## src/rtl/core/btbt_pkg.sv

```systemverilog
// Package: constants, opcodes and types for the batch token budget tracker.
package btbt_pkg;

  localparam int unsigned IdTableDepth = 64;
  localparam int unsigned IdWidth      = 32;
  localparam int unsigned IdxW         = $clog2(IdTableDepth);
  localparam int unsigned CntW         = $clog2(IdTableDepth + 1);

  localparam int unsigned OpW   = 3;
  localparam int unsigned TagW  = 32;
  localparam int unsigned TokW  = 24;
  localparam int unsigned SeqW  = 12;
  localparam int unsigned Cnt32W = 32;
  localparam int unsigned Cnt16W = 16;
  localparam int unsigned StatW = 2;
  localparam int unsigned CfgIdxW = 2;
  localparam int unsigned CfgDataW = 32;

  localparam logic [OpW-1:0] OpChargeTok  = 3'd0;
  localparam logic [OpW-1:0] OpChargeSeq  = 3'd1;
  localparam logic [OpW-1:0] OpReleaseTok = 3'd2;
  localparam logic [OpW-1:0] OpReleaseSeq = 3'd3;

  localparam logic [StatW-1:0] StatOk     = 2'd0;
  localparam logic [StatW-1:0] StatIgnore = 2'd1;
  localparam logic [StatW-1:0] StatFull   = 2'd2;

  localparam logic [CfgIdxW-1:0] RegTokenLimit = 2'd0;
  localparam logic [CfgIdxW-1:0] RegSeqLimit   = 2'd1;
  localparam logic [CfgIdxW-1:0] RegChunkedEn  = 2'd2;
  localparam logic [CfgIdxW-1:0] RegChunkSize  = 2'd3;

  typedef struct packed {
    logic [OpW-1:0]  opcode;
    logic [TagW-1:0] request_tag;
    logic [TokW-1:0] token_amount;
    logic [TokW-1:0] cached_amount;
    logic [SeqW-1:0] seq_amount;
  } in_item_t;

  typedef struct packed {
    logic              fits;
    logic [TokW-1:0]   remaining_tokens;
    logic [TokW-1:0]   prefill_slot;
    logic [Cnt32W-1:0] batched_total;
    logic [Cnt32W-1:0] cached_total;
    logic [Cnt16W-1:0] seq_total;
    logic [StatW-1:0]  status;
  } out_item_t;

  // table lookup request/response between core and table
  typedef struct packed {
    logic              start;
    logic              release_op;
    logic [IdWidth-1:0] id;
  } tbl_req_t;

  typedef struct packed {
    logic              done;
    logic [StatW-1:0]  status;
  } tbl_rsp_t;

endpackage

```

## src/rtl/core/btbt_id_table.sv

```systemverilog
// Request id table: tag memory with valid bits, swept for match and free entry.
module btbt_id_table
  import btbt_pkg::*;
(
  input  logic     clk_i,
  input  logic     rst_ni,
  input  tbl_req_t req_i,
  output tbl_rsp_t rsp_o
);

  typedef enum logic [1:0] {StIdle, StScan, StLast} state_e;

  logic [IdWidth-1:0] mem [IdTableDepth];
  logic [IdTableDepth-1:0] valid_q;
  state_e state_q;
  logic [CntW-1:0] addr_q;
  logic [IdxW-1:0] rd_idx_q;
  logic [IdWidth-1:0] rd_data_q;
  logic rd_en_q;
  logic release_q;
  logic [IdWidth-1:0] id_q;
  logic hit_q, free_found_q;
  logic [IdxW-1:0] hit_idx_q, free_idx_q;
  tbl_rsp_t rsp_q;

  logic wr_en;
  logic [IdxW-1:0] wr_idx;
  logic match;

  assign match = rd_en_q && valid_q[rd_idx_q] && (rd_data_q == id_q);

  always_ff @(posedge clk_i) begin
    if (wr_en) begin
      mem[wr_idx] <= id_q;
    end
    rd_data_q <= mem[addr_q[IdxW-1:0]];
  end

  // new id goes to the lowest free entry, the last entry when only that one is free
  always_comb begin
    wr_en  = 1'b0;
    wr_idx = free_found_q ? free_idx_q : rd_idx_q;
    if (state_q == StLast && !release_q && !hit_q && !match &&
        (free_found_q || !valid_q[rd_idx_q])) begin
      wr_en = 1'b1;
    end
  end

  always_ff @(posedge clk_i or negedge rst_ni) begin
    if (!rst_ni) begin
      state_q      <= StIdle;
      valid_q      <= '0;
      addr_q       <= '0;
      rd_idx_q     <= '0;
      rd_en_q      <= 1'b0;
      release_q    <= 1'b0;
      id_q         <= '0;
      hit_q        <= 1'b0;
      free_found_q <= 1'b0;
      hit_idx_q    <= '0;
      free_idx_q   <= '0;
      rsp_q        <= '0;
    end else begin
      rsp_q.done <= (state_q == StLast);
      unique case (state_q)
        StIdle: begin
          rd_en_q <= 1'b0;
          if (req_i.start) begin
            id_q         <= req_i.id;
            release_q    <= req_i.release_op;
            hit_q        <= 1'b0;
            free_found_q <= 1'b0;
            addr_q       <= '0;
            state_q      <= StScan;
          end
        end
        StScan: begin
          rd_en_q  <= 1'b1;
          rd_idx_q <= addr_q[IdxW-1:0];
          if (match && !hit_q) begin
            hit_q     <= 1'b1;
            hit_idx_q <= rd_idx_q;
          end
          if (rd_en_q && !valid_q[rd_idx_q] && !free_found_q) begin
            free_found_q <= 1'b1;
            free_idx_q   <= rd_idx_q;
          end
          if (addr_q == CntW'(IdTableDepth - 1)) begin
            state_q <= StLast;
          end else begin
            addr_q <= addr_q + 1'b1;
          end
        end
        StLast: begin
          rd_en_q    <= 1'b0;
          state_q    <= StIdle;
          if (release_q) begin
            if (hit_q) begin
              valid_q[hit_idx_q] <= 1'b0;
              rsp_q.status <= StatOk;
            end else if (match) begin
              valid_q[rd_idx_q] <= 1'b0;
              rsp_q.status <= StatOk;
            end else begin
              rsp_q.status <= StatIgnore;
            end
          end else if (hit_q || match) begin
            rsp_q.status <= StatIgnore;
          end else if (free_found_q) begin
            valid_q[free_idx_q] <= 1'b1;
            rsp_q.status <= StatOk;
          end else if (!valid_q[rd_idx_q]) begin
            valid_q[rd_idx_q] <= 1'b1;
            rsp_q.status <= StatOk;
          end else begin
            rsp_q.status <= StatFull;
          end
        end
        default: state_q <= StIdle;
      endcase
    end
  end

  assign rsp_o = rsp_q;

`ifndef SYNTHESIS
  a_done_after_last: assert property (@(posedge clk_i) disable iff (!rst_ni)
    state_q == StLast |=> rsp_q.done)
    else $error("table response missing");
  a_done_only_idle: assert property (@(posedge clk_i) disable iff (!rst_ni)
    rsp_q.done |-> state_q == StIdle)
    else $error("table response outside idle");
  a_no_full_with_free: assert property (@(posedge clk_i) disable iff (!rst_ni)
    (rsp_q.done && rsp_q.status == StatFull) |-> valid_q == '1)
    else $error("full reported with free entry");
`endif

endmodule

```

## config.mk

```make
export PLATFORM = sky130hd
export DESIGN_NAME = btbt_id_table
export DESIGN_NICKNAME = d
export VERILOG_FILES = /design/src/rtl/core/btbt_pkg.sv /design/src/rtl/core/btbt_id_table.sv
export SDC_FILE = /design/constraint.sdc
export NUM_CORES = 2
export LEC_CHECK = 0
export BUFFER_PORTS_ARGS = -buffer_cell sky130_fd_sc_hd__buf_2
export CORE_UTILIZATION = 30
export CTS_CLUSTER_SIZE = 12
export DETAILED_ROUTE_END_ITERATION = 7
export SYNTH_ARGS = -nofsm -noshare
export SYNTH_HDL_FRONTEND = slang
export SYNTH_SLANG_ARGS = --single-unit
```

## constraint.sdc

```tcl
create_clock -name clk_i -period 6.2 [get_ports clk_i]
set_input_delay 0.31 -clock clk_i [delete_from_list [all_inputs] [get_ports clk_i]]
set_output_delay 0.31 -clock clk_i [all_outputs]
set_load 0.01 [all_outputs]
```

==> impl_metrics.ini <==
[hold_path]
hp-class = in2reg

[placed_design]
numPortBuffers = 38
place_area_mm2 = 0.0918
dp.cells = 7575
hpwl_mm = 128
pre_cts_ws_ps = 1390
gp_congestion = 0.869

[clock_network]
cts_resized = 0
post_cts_buffers = 0
clockBufferDepth = 3
ctsHoldBuffers = 36
worstSkewPairLatency_ps = 840
cts_tree = done
htree_levels = 4
clkSinkCount = 2210
root_buffer = clkbuf_16
clk_pin_slew_ps = 60
cts_made_buffers = 216

[detailed_routing]
vias = 40900
routed_wl_mm = 211
avgViaCountPerCell = 5.12
drt_iter0_drc = 4986
drc = 0
drt-pass1-iter-count = 7
drt.antenna.violating_nets = 0
wire_per_inst_um = 26.4

[sta]
hold_viol = 0
rsz0062_at_grt = false
setup_ws_ps = 1370
tightestPinTransition_ps = 1340
setup_viol = 0
max_slew_margin_pct = 10.3
fin_crit_ps = 4830
fmax_ghz = 0.207
clock_skew_ps = 54.8
final-max-slew-violation-count = 0
post-route-period-util_pct = 77.9
tns_ps = 0

[worst_setup_path]
cp.required_ps = 6730
critPathLaunchType = flip-flop
crit_arrival_ps = 5350
end_kind = flip-flop
crit_fanout = 25
worst-setup-path-type = reg2reg

[cells_and_area]
final_area_mm2 = 0.0987
finalNonFillerCells = 7983
nets = 4105
synthToLayoutAreaGrowth_pct = 15.0
drive_gt1_share_pct = 30.3

[synthesis]
synth_top_area_share_pct = 71.6
yosys_warnings = 0
synth_cell_types = 68
yosysMostFrequentCell = edfxtp_1
yosys-top-cells-area = edfxtp_1 72%, mux4_2 18%, dfrtp_1 3.8%
synth_nets = 3861
synth_commonest_cells = 2048 x edfxtp_1, 675 x mux4_2, 176 x nand2_1
syn-mean-instance-area_um2 = 22.5
synthCells = 3823
ys_ff_latch = 2210
synthFlopType = edfxtp_1
synth-edff-count = 2048
async_reset_ff_share_pct = 5.88
synth_largest_area_cell = edfxtp_1
seq_area_frac_synth_pct = 76.2
synth_area_mm2 = 0.0858

[global_routing]
track_usage_pct = 14.6
grt_pass1_vias = 41100
overflow = 0
grt_pass1_wl_mm = 306
antenna_found_initial = 19
grt_max_degree = 101

[die]
dieArea_mm2 = 0.288
core_area_mm2 = 0.285
rows = 196
dieWidth_um = 537
ioPinCount = 39
fp.dieH_um = 537
start_util_pct = 30.1

[power_and_ir_drop]
p_per_area_mw_per_mm2 = 458
peakVddDrop_mv = 0.369
p_leak_nw = 30.7

[status]
status = finished, final reports clean

[run]
drv_cap = 0
-- final cells by class --
| type | instances | area (µm²) |
|---|---|---|
| Antenna cell | 2 | 5.00 |
| Clock inverter | 45 | 462 |
| Sequential cell | 2210 | 65500 |
| Multi-Input combinational cell | 1331 | 19800 |
| Inverter | 71 | 267 |
| Timing Repair Buffer | 237 | 2020 |
| Tap cell | 3762 | 4710 |
| Fill cell | 26100 | 186000 |
| Clock buffer | 325 | 6040 |
-- metal layers --
metal  track usage, %  vias to the layer above  routed length (µm)
met2             21.7                     1770               95800
met1             21.9                    22200               94200
met4             3.14                        4                3750
li1                 -                    16600                   -
met3             3.01                      292               17200
met5                0                        -                  34
-- flip-flops by register name, indices dropped and copies added, names as in the netlist --
| register | flops |
|---|---|
| rd_en_q | 1 |
| release_q | 1 |
| free_found_q | 1 |
| valid_q | 64 |
| hit_q | 1 |
| id_q | 32 |
| rsp_o | 3 |
| state_q | 2 |
| rd_data_q | 32 |
| rd_idx_q | 6 |
| free_idx_q | 6 |
| mem | 2048 |
| hit_idx_q | 6 |
| addr_q | 7 |
-- metrics by stage --
| step | hold slack, ps | util [%] | power, W |
|---|---|---|---|
| after floorplan | 14.4 | - | 0.0277 |
| after CTS | 101 | 34.6 | 0.0456 |
| after global routing | 144 | 34.6 | 0.0468 |
| final | 165 | 34.6 | 0.0452 |
| after global placement | 280 | 32.2 | 0.0331 |
| after detailed placement | 282 | 32.2 | 0.0333 |
-- report_power, final --
part,internal [W],switching [W]
clock,0.00689,0.00544
combinational,0.00540,0.00832
sequential,0.0185,0.000680
total,0.0308,0.0144
-- critical path, cell delays in order (launching register included) --
cell and delay [ps]:
dfrtp_1 1000, mux4_1 670, mux4_2 480, nand2b_1 110
a21boi_2 120, o32ai_4 230, buf_4 320, nand2_1 480
nor2_4 790, buf_4 280
-- worst paths after layout --
kind / start / endpoint / slack [ps] / cells after the start
setup / recovery: rd_idx_q[1]$_DFFE_PN0P_ / mem[52][3]$_DFFE_PP_ / 1370 / 9
hold / removal: req_i[33] / addr_q[3]$_DFFE_PN0P_ / 160 / 3
setup reg to reg: rd_idx_q[1]$_DFFE_PN0P_ / mem[52][3]$_DFFE_PP_ / 1370 / 9
hold reg to reg: addr_q[6]$_DFFE_PN0P_ / state_q[1]$_DFFE_PN0P_ / 460 / 1
max in group asynchronous: rst_ni / addr_q[0]$_DFFE_PN0P_ / 4870 / 4
min in group asynchronous: rst_ni / id_q[3]$_DFFE_PN0P_ / 590 / 4
-- cell families (layout without fill, tap and decap cells) --
group | count (synthesis) | in the layout | share of synthesized area (%)
other cells | 0 | 2 | 0
compound gates | 214 | 214 | 1.97
simple gates | 373 | 373 | 1.92
fa+ha+maj | 2 | 2 | 0.0291
buf+inv | 282 | 678 | 1.38
flops | 2210 | 2210 | 76.2
mux | 706 | 706 | 18.2
xor+xnor | 36 | 36 | 0.367
-- cell usage in the layout (no fill, tap or decap), drive strengths merged, types with 5 or more instances in the layout --
cell,synthesis,layout
o211ai,35,35
nand3b,8,8
nand4,6,6
a22oi,37,37
inv,71,79
mux2,17,17
dfxtp,32,32
clkinv,0,32
nand2,176,176
nor2b,5,5
nand3,16,16
a221oi,6,6
clkbuf,137,325
or2,6,6
dfrtp,130,130
mux4,678,678
nand2b,11,11
nor3,10,10
xor2,32,32
o22ai,38,38
edfxtp,2048,2048
bufinv,0,5
a21oi,6,6
mux2i,11,11
nor2,109,109
buf,74,202
o221ai,50,50
o21ai,12,12
nor4,9,9
dlygate4sd3,0,35
(Power assumes the default switching activity.)
